$ cat src/hdl/lpcf_pkg.sv
// Shared constants and types of the label position conflict finder.
package lpcf_pkg;

  localparam int MAX_POINTS = 64;
  localparam int COORD_BITS = 16;
  localparam int LABEL_W    = 12;
  localparam int PCOUNT_W   = 7;
  localparam int IDX_W      = $clog2(MAX_POINTS);
  localparam int CNT_W      = $clog2(MAX_POINTS + 1);
  localparam int DIFF_W     = ((COORD_BITS > LABEL_W) ? COORD_BITS : LABEL_W) + 2;
  localparam int STATUS_W   = 2;
  localparam int MASK_W     = 16;
  localparam int OTHER_W    = 6;
  localparam int CFG_IDX_W  = 2;

  localparam logic [STATUS_W-1:0] STAT_PAIR  = 2'd0;
  localparam logic [STATUS_W-1:0] STAT_ALONE = 2'd1;
  localparam logic [STATUS_W-1:0] STAT_RANGE = 2'd2;

  localparam logic [CFG_IDX_W-1:0] REG_WIDTH  = 2'd0;
  localparam logic [CFG_IDX_W-1:0] REG_HEIGHT = 2'd1;
  localparam logic [CFG_IDX_W-1:0] REG_COUNT  = 2'd2;

  localparam logic MODE_WRITE = 1'b0;

  typedef struct packed {
    logic             valid;
    logic [IDX_W-1:0] q;
    logic             last;
  } tag_t;

endpackage

$ cat src/hdl/lpcf_ram.sv
// Generic simple dual-port RAM with a registered read.
module lpcf_ram #(
  parameter int WIDTH = 32,
  parameter int DEPTH = 64
) (
  input  logic                     clk,
  input  logic                     we,
  input  logic [$clog2(DEPTH)-1:0] waddr,
  input  logic [WIDTH-1:0]         wdata,
  input  logic [$clog2(DEPTH)-1:0] raddr,
  output logic [WIDTH-1:0]         rdata
);

  logic [WIDTH-1:0] mem [DEPTH];
  logic [WIDTH-1:0] rdata_r;

  always_ff @(posedge clk) begin
    if (we) begin
      mem[waddr] <= wdata;
    end
    rdata_r <= mem[raddr];
  end

  assign rdata = rdata_r;

endmodule

$ cat src/hdl/lpcf_overlap.sv
// Shared overlap unit: registered coordinate differences, then the candidate compares.
module lpcf_overlap
  import lpcf_pkg::*;
(
  input  logic                  clk,
  input  logic                  rst_n,
  input  logic [COORD_BITS-1:0] p_x,
  input  logic [COORD_BITS-1:0] p_y,
  input  logic [COORD_BITS-1:0] q_x,
  input  logic [COORD_BITS-1:0] q_y,
  input  logic [LABEL_W-1:0]    w,
  input  logic [LABEL_W-1:0]    h,
  input  tag_t                  tag_in,
  output tag_t                  tag_out,
  output logic [MASK_W-1:0]     mask
);

  logic signed [DIFF_W-1:0] dx_r, dx_nxt, dy_r, dy_nxt;
  logic signed [DIFF_W-1:0] ws, w2s, hs, h2s;
  tag_t                     tag_r;
  logic                     xe, xp, xn, ye, yp, yn;

  assign dx_nxt = $signed({{(DIFF_W-COORD_BITS){1'b0}}, p_x})
                - $signed({{(DIFF_W-COORD_BITS){1'b0}}, q_x});
  assign dy_nxt = $signed({{(DIFF_W-COORD_BITS){1'b0}}, p_y})
                - $signed({{(DIFF_W-COORD_BITS){1'b0}}, q_y});

  always_ff @(posedge clk) begin
    if (!rst_n) begin
      tag_r <= '0;
    end else begin
      tag_r <= tag_in;
    end
    dx_r <= dx_nxt;
    dy_r <= dy_nxt;
  end

  assign ws  = $signed({{(DIFF_W-LABEL_W){1'b0}}, w});
  assign hs  = $signed({{(DIFF_W-LABEL_W){1'b0}}, h});
  assign w2s = ws <<< 1;
  assign h2s = hs <<< 1;

  // Same offset, p shifted left of q, p shifted right of q.
  assign xe = (dx_r <= ws)  && (dx_r >= -ws);
  assign xp = !dx_r[DIFF_W-1] && (dx_r <= w2s);
  assign xn = (dx_r[DIFF_W-1] || (dx_r == '0)) && (dx_r >= -w2s);
  assign ye = (dy_r <= hs)  && (dy_r >= -hs);
  assign yp = !dy_r[DIFF_W-1] && (dy_r <= h2s);
  assign yn = (dy_r[DIFF_W-1] || (dy_r == '0)) && (dy_r >= -h2s);

  always_comb begin
    logic [3:0] ib, jb;
    logic       fx, fy;
    mask = '0;
    for (int i = 0; i < 4; i++) begin
      for (int j = 0; j < 4; j++) begin
        ib = 4'(i);
        jb = 4'(j);
        if (ib[1] == jb[1]) begin
          fx = xe;
        end else if (jb[1]) begin
          fx = xp;
        end else begin
          fx = xn;
        end
        if (ib[0] == jb[0]) begin
          fy = ye;
        end else if (jb[0]) begin
          fy = yp;
        end else begin
          fy = yn;
        end
        mask[i*4+j] = fx && fy;
      end
    end
  end

  assign tag_out = tag_r;

endmodule

$ cat src/hdl/label_position_conflict_finder_core.sv
// Top level of the label position conflict finder: sequencer, point memory and result register.
// A write item gives no result and leaves busy low; a query that is out of
// range or has no other point gives its single result in the cycle after acceptance.
// Any other query holds busy while it reads the queried point, reads each other point in
// turn and empties the compare pipeline; results come one per cycle and the
// receiver cannot stall. Synchronous reset sets width and height to 1 and the count to 0.
module label_position_conflict_finder_core
  import lpcf_pkg::*;
(
  input  logic                  clk,
  input  logic                  rst_n,
  input  logic                  start,
  output logic                  busy,
  input  logic                  in_mode,
  input  logic [IDX_W-1:0]      in_point_index,
  input  logic [COORD_BITS-1:0] in_coord_x,
  input  logic [COORD_BITS-1:0] in_coord_y,
  input  logic                  cfg_we,
  input  logic [CFG_IDX_W-1:0]  cfg_index,
  input  logic [LABEL_W-1:0]    cfg_data,
  output logic                  out_strobe,
  output logic [STATUS_W-1:0]   out_status,
  output logic [OTHER_W-1:0]    out_other_point,
  output logic [MASK_W-1:0]     out_conflict_mask,
  output logic                  out_last
);

  typedef enum logic [2:0] {
    ST_IDLE,
    ST_LOAD,
    ST_CAPT,
    ST_WALK,
    ST_DRAIN
  } state_t;

  state_t                  state_r, state_nxt;
  logic [LABEL_W-1:0]      width_r, height_r;
  logic [PCOUNT_W-1:0]     pcount_r;
  logic [CNT_W-1:0]        cnt_r, cnt_nxt, eff_cnt;
  logic [IDX_W-1:0]        p_r, p_nxt;
  logic [CNT_W-1:0]        q_r, q_nxt, q_plus, nq;
  logic [COORD_BITS-1:0]   px_r, px_nxt, py_r, py_nxt;
  tag_t                    tag1_r, tag1_nxt, tag2;
  logic                    out_strobe_r, out_strobe_nxt;
  logic [STATUS_W-1:0]     out_status_r, out_status_nxt;
  logic [OTHER_W-1:0]      out_other_r, out_other_nxt;
  logic [MASK_W-1:0]       out_mask_r, out_mask_nxt;
  logic                    out_last_r, out_last_nxt;
  logic                    accept, ram_we, issue, issue_last;
  logic [IDX_W-1:0]        raddr;
  logic [2*COORD_BITS-1:0] rdata;
  logic [MASK_W-1:0]       mask;

  assign busy    = (state_r != ST_IDLE);
  assign accept  = start && !busy;
  assign ram_we  = accept && (in_mode == MODE_WRITE);
  assign eff_cnt = (pcount_r > PCOUNT_W'(MAX_POINTS)) ? CNT_W'(MAX_POINTS) : CNT_W'(pcount_r);
  assign raddr   = (state_r == ST_LOAD) ? p_r : q_r[IDX_W-1:0];

  assign q_plus     = q_r + CNT_W'(1);
  assign nq         = (q_plus == CNT_W'(p_r)) ? q_r + CNT_W'(2) : q_plus;
  assign issue      = (state_r == ST_CAPT) || (state_r == ST_WALK);
  assign issue_last = (nq >= cnt_r);

  lpcf_ram #(
    .WIDTH(2 * COORD_BITS),
    .DEPTH(MAX_POINTS)
  ) u_points (
    .clk  (clk),
    .we   (ram_we),
    .waddr(in_point_index),
    .wdata({in_coord_x, in_coord_y}),
    .raddr(raddr),
    .rdata(rdata)
  );

  lpcf_overlap u_overlap (
    .clk    (clk),
    .rst_n  (rst_n),
    .p_x    (px_r),
    .p_y    (py_r),
    .q_x    (rdata[2*COORD_BITS-1:COORD_BITS]),
    .q_y    (rdata[COORD_BITS-1:0]),
    .w      (width_r),
    .h      (height_r),
    .tag_in (tag1_r),
    .tag_out(tag2),
    .mask   (mask)
  );

  always_comb begin
    state_nxt      = state_r;
    cnt_nxt        = cnt_r;
    p_nxt          = p_r;
    q_nxt          = q_r;
    px_nxt         = px_r;
    py_nxt         = py_r;
    tag1_nxt       = '0;
    out_strobe_nxt = 1'b0;
    out_status_nxt = STAT_PAIR;
    out_other_nxt  = '0;
    out_mask_nxt   = '0;
    out_last_nxt   = 1'b0;

    case (state_r)
      ST_IDLE: begin
        if (accept && (in_mode != MODE_WRITE)) begin
          if (CNT_W'(in_point_index) >= eff_cnt) begin
            out_strobe_nxt = 1'b1;
            out_status_nxt = STAT_RANGE;
            out_last_nxt   = 1'b1;
          end else if (eff_cnt == CNT_W'(1)) begin
            out_strobe_nxt = 1'b1;
            out_status_nxt = STAT_ALONE;
            out_last_nxt   = 1'b1;
          end else begin
            cnt_nxt   = eff_cnt;
            p_nxt     = in_point_index;
            q_nxt     = (in_point_index == '0) ? CNT_W'(1) : '0;
            state_nxt = ST_LOAD;
          end
        end
      end
      ST_LOAD: begin
        state_nxt = ST_CAPT;
      end
      ST_CAPT, ST_WALK: begin
        if (state_r == ST_CAPT) begin
          px_nxt = rdata[2*COORD_BITS-1:COORD_BITS];
          py_nxt = rdata[COORD_BITS-1:0];
        end
        state_nxt = issue_last ? ST_DRAIN : ST_WALK;
        q_nxt     = nq;
      end
      ST_DRAIN: begin
        if (tag2.valid && tag2.last) begin
          state_nxt = ST_IDLE;
        end
      end
      default: begin
        state_nxt = ST_IDLE;
      end
    endcase

    if (issue) begin
      tag1_nxt.valid = 1'b1;
      tag1_nxt.q     = q_r[IDX_W-1:0];
      tag1_nxt.last  = issue_last;
    end

    if (tag2.valid) begin
      out_strobe_nxt = 1'b1;
      out_status_nxt = STAT_PAIR;
      out_other_nxt  = OTHER_W'(tag2.q);
      out_mask_nxt   = mask;
      out_last_nxt   = tag2.last;
    end
  end

  always_ff @(posedge clk) begin
    if (!rst_n) begin
      state_r      <= ST_IDLE;
      width_r      <= LABEL_W'(1);
      height_r     <= LABEL_W'(1);
      pcount_r     <= '0;
      tag1_r       <= '0;
      out_strobe_r <= 1'b0;
    end else begin
      state_r      <= state_nxt;
      tag1_r       <= tag1_nxt;
      out_strobe_r <= out_strobe_nxt;
      if (cfg_we) begin
        case (cfg_index)
          REG_WIDTH:  width_r  <= cfg_data;
          REG_HEIGHT: height_r <= cfg_data;
          REG_COUNT:  pcount_r <= cfg_data[PCOUNT_W-1:0];
          default: begin
          end
        endcase
      end
    end
    cnt_r        <= cnt_nxt;
    p_r          <= p_nxt;
    q_r          <= q_nxt;
    px_r         <= px_nxt;
    py_r         <= py_nxt;
    out_status_r <= out_status_nxt;
    out_other_r  <= out_other_nxt;
    out_mask_r   <= out_mask_nxt;
    out_last_r   <= out_last_nxt;
  end

  assign out_strobe        = out_strobe_r;
  assign out_status        = out_status_r;
  assign out_other_point   = out_other_r;
  assign out_conflict_mask = out_mask_r;
  assign out_last          = out_last_r;

endmodule
$ cat config.mk
export PLATFORM = sky130hd
export DESIGN_NAME = label_position_conflict_finder_core
export DESIGN_NICKNAME = d
export VERILOG_FILES = /design/src/hdl/lpcf_pkg.sv /design/src/hdl/lpcf_ram.sv /design/src/hdl/lpcf_overlap.sv /design/src/hdl/label_position_conflict_finder_core.sv
export SDC_FILE = /design/constraint.sdc
export NUM_CORES = 2
export LEC_CHECK = 0
export BUFFER_PORTS_ARGS = -buffer_cell sky130_fd_sc_hd__clkbuf_2
export CAP_MARGIN = 20
export CORE_MARGIN = 10
export CORE_UTILIZATION = 25
export DETAILED_ROUTE_END_ITERATION = 10
export PLACE_DENSITY_LB_ADDON = 0.1
export SLEW_MARGIN = 20
export SYNTH_ARGS = -nofsm -noshare
export SYNTH_HDL_FRONTEND = slang
export SYNTH_HIERARCHICAL = 1
export SYNTH_SLANG_ARGS = --single-unit
$ cat constraint.sdc
create_clock -name clk -period 9.7 [get_ports clk]
set_clock_uncertainty 0.2 [all_clocks]
set_input_delay 0 -clock clk [delete_from_list [all_inputs] [get_ports clk]]
set_output_delay 0 -clock clk [all_outputs]
set_load 0.005 [all_outputs]
==> impl_metrics.toml <==
[synthesis]
syn_avg_cell_area_sq_um = 20.1
ys_ff_latch = 2242
yosys.cell_types.count = 85
synth_edf_count = 2100
ys.flop_type = "edfxtp_1"
yosysWarningCount = 6
synthArstFlopShare_pct = 0
synth_area_sq_um = 88900
synthCells = 4416
seq_area_frac_synth_pct = 74.2
syn-num-nets = 4617

[die]
rows = 218
initial_core_util_pct = 25.2
pin_count = 84
die_y_microns = 616
die_area_sq_um = 380000
die_w_microns = 616
fp.coreArea_sq_um = 353000

[status]
status = "completed"

[critical_path]
endpoint_kind = "flip-flop"
cpMaxStageDelayCell = "mux2_8"
rrSetupSlack_ns = 4.46
critPathMaxFanout = 66
worstPathCellList = "nor3b_2 > buf_4 > mux2_8 > buf_4 > buf_12 > mux4_2 > mux4_2 > o22ai_1 > nor2_1"
crit_start = "state_r[0]"
crit_family = "multiplexers"
critPathKind = "flip-flop to flip-flop"
regToRegEndpoint = "u_points/rdata[27]"
reg2regPathDepth = 9
start_kind = "flip-flop"
cp.arrival_ns = 5.76
path_buf_inv = 3
cpPeakStageDelay_ns = 0.70
r2r-start = "state_r[0]"
required_ns = 10.22

[global_routing]
grt_pass1_vias = 47182
antenna_found_initial = 20
grt_pass1_wl_microns = 396000
grt-ovfl-total = 0
grt_max_degree = 104
grt.total_usage_pct = 14.8

[min_path]
holdPathEnd = "p_r[1]"
worst_hold_path.num_cells = 2
hold_start = "in_point_index[1]"
min_path_type = "input port to flip-flop"

[cts]
clock-root-buffer = "clkbuf_16"
insertion_delay_ns = 0.89
numCtsBuffers = 266
cts_max_path_buffers = 4
cts.sinks = 2242
path_clk_slew_ns = 0.05
h-tree-depth = 5
cts_resized = 0
cts_hold_buf = 90
post-cts-setup-buffers = 0
cts_tree = "built"

[drt]
drc = 0
first_pass_iters = 7
vias_per_cell = 4.61
num_vias = 44875
wl_per_cell_microns = 29.6
postRouteAntennaNets = 0
drt_iter0_drc = 3968
drt-total-wl_microns = 288000

[pwr]
ir_drop_mv = 0.122
finalPower_mw = 22.6
power.density_nw_per_um2 = 215
p_leak_nw = 33.4

[finish]
finalNetCount = 4993
syn_to_final_growth_pct = 18.3
final_layout_size_suffix_gt1_share_pct = 24.7

[place]
port_buffers = 83
dp_hpwl_microns = 159000
routabilityCongestion = 0.723

[sta]
report.final.slew_viol_count = 0
setup_tns_ns = 0
final.min_clock_period_ns = 5.24
slew_headroom_pct = 29.5
rsz0062_at_grt = "false"
finalSetupViolations = 0
fin_crit_sh_pct = 54.0
tightest_slew_ns = 1.06
hold_viol_final = 0
max_freq_mhz = 191

[run]
maxCapViolCount = 0
-- flip-flops by register name, summed over array words and instances (netlist names) --
name / flops
height_r: 12
out_status: 2
width_r: 12
u_overlap/dy_r: 17
py_r: 16
u_points/mem: 2048
u_overlap/dx_r: 17
u_points/rdata: 32
out_strobe: 1
pcount_r: 7
cnt_r: 7
out_last: 1
px_r: 16
q_r: 7
tag1_r: 8
state_r: 3
u_overlap/tag_out: 8
out_other_point: 6
p_r: 6
out_conflict_mask: 16
-- area by class of cell --
class / instances / area [sq um]
antenna: 7 / 17.5
sequential: 2242 / 65900
timing repair buffer: 318 / 2500
clock buffer: 345 / 7180
clock inverter: 121 / 1120
tap: 4730 / 5920
inverter: 93 / 349
fill: 34413 / 248000
multi-input combinational: 1871 / 22200
-- kinds of logic after synthesis --
group	Yosys count	synth area share [%]
flops	2242	74.2
mux	653	15.0
simple gates	576	3.29
compound gates	422	3.13
buf+inv	303	1.56
fa+ha+maj	150	2.11
xor+xnor	70	0.729
-- worst register-to-register path, stage by stage, from the launching register on --
cell and delay [ns]:
dfxtp_1 0.41, nor3b_2 0.21, buf_4 0.23, mux2_8 0.70, buf_4 0.78, buf_12 0.50, mux4_2 0.80, mux4_2 0.50
o22ai_1 0.67, nor2_1 0.14
-- power breakdown --
part | internal [mW] | total (mW) | switching [mW]
registers | 10.7 | 11.0 | 0.278
logic | 0.794 | 1.93 | 1.13
clock network | 5.68 | 9.71 | 4.03
total | 17.2 | 22.6 | 5.44
-- metal layers --
metal  track usage [%]  routed length (microns)
met1              20.5                   131000
met5                 0                       27
met4              4.08                     7960
met3              2.69                    15400
met2              23.7                   134000
-- placed cells by master (no fill, tap or decap), types with 19 or more instances in the layout --
master         instances
o21ai_0               27
nor4_1                23
mux4_2               544
o22ai_1               87
edfxtp_1            2100
nor2_1               118
mux2i_1              103
xnor2_1               49
clkbuf_16            272
nand2b_1              19
ha_1                 142
inv_1                 92
clkbuf_1              63
a21boi_0              24
nand3_1               34
dlygate4sd3_1         90
o221ai_1              28
clkinv_1              53
and2_1                39
clkinv_2              32
nor2b_1               38
nand2_1              116
clkbuf_2              83
buf_4                137
o21a_1                24
dfxtp_1              142
a21oi_1              118
nor2_4                63
nor3_1                24
-- how the worst max path moves through the flow --
stage                                     end  cells after the start  slack (ns)
after detailed placement   u_points/rdata[27]                      9        4.36
after global routing       u_points/rdata[27]                      9        4.16
final                      u_points/rdata[27]                      9        4.46
after floorplan           u_points/mem[48][0]                      6        5.56
after global placement     u_points/rdata[27]                      9        4.38
after CTS                  u_points/rdata[27]                      9        4.39
-- Yosys cell counts, drive strengths merged, types with 8 or more instances --
| master | instances | area share [%] |
|---|---|---|
| edfxtp | 2100 | 71 |
| mux4 | 544 | 14 |
| nor2 | 182 | 0.77 |
| dfxtp | 142 | 3.2 |
| ha | 142 | 2.0 |
| a21oi | 119 | 0.67 |
| buf | 119 | 0.78 |
| nand2 | 117 | 0.49 |
| mux2i | 103 | 1.2 |
| inv | 92 | 0.39 |
| clkbuf | 91 | 0.38 |
| o22ai | 87 | 0.61 |
| xnor2 | 50 | 0.50 |
| and2 | 40 | 0.28 |
| nor2b | 39 | 0.27 |
| nand3 | 34 | 0.19 |
| nor3 | 28 | 0.17 |
| o21ai | 28 | 0.16 |
| o221ai | 28 | 0.28 |
| a21boi | 24 | 0.20 |
| nor4 | 24 | 0.19 |
| o21a | 24 | 0.20 |
| nand2b | 21 | 0.15 |
| nand4 | 20 | 0.16 |
| a21o | 18 | 0.15 |
| and3 | 18 | 0.13 |
| xor2 | 18 | 0.18 |
| a31oi | 15 | 0.11 |
| a22oi | 12 | 0.10 |
| nand3b | 10 | 0.084 |
| a311oi | 8 | 0.079 |
| o31ai | 8 | 0.068 |
| or2 | 8 | 0.056 |
-- stage by stage --
stage | util (%) | std cells | area, sq um | hold WS, ns | setup slack, ns
finish | 29.8 | 9727 | 105000 | 0.106 | 4.46
global route | 29.8 | 9721 | 105000 | 0.0963 | 4.16
CTS | 29.8 | 9720 | 105000 | 0.0233 | 4.39
detailed placement | 27.2 | 9164 | 95900 | 0.0784 | 4.36
global placement | 27.2 | 9163 | 95900 | 0.0719 | 4.38
floorplan | - | 4416 | 88900 | -0.101 | 5.56
Note: power is estimated with default switching activity, not from simulation.
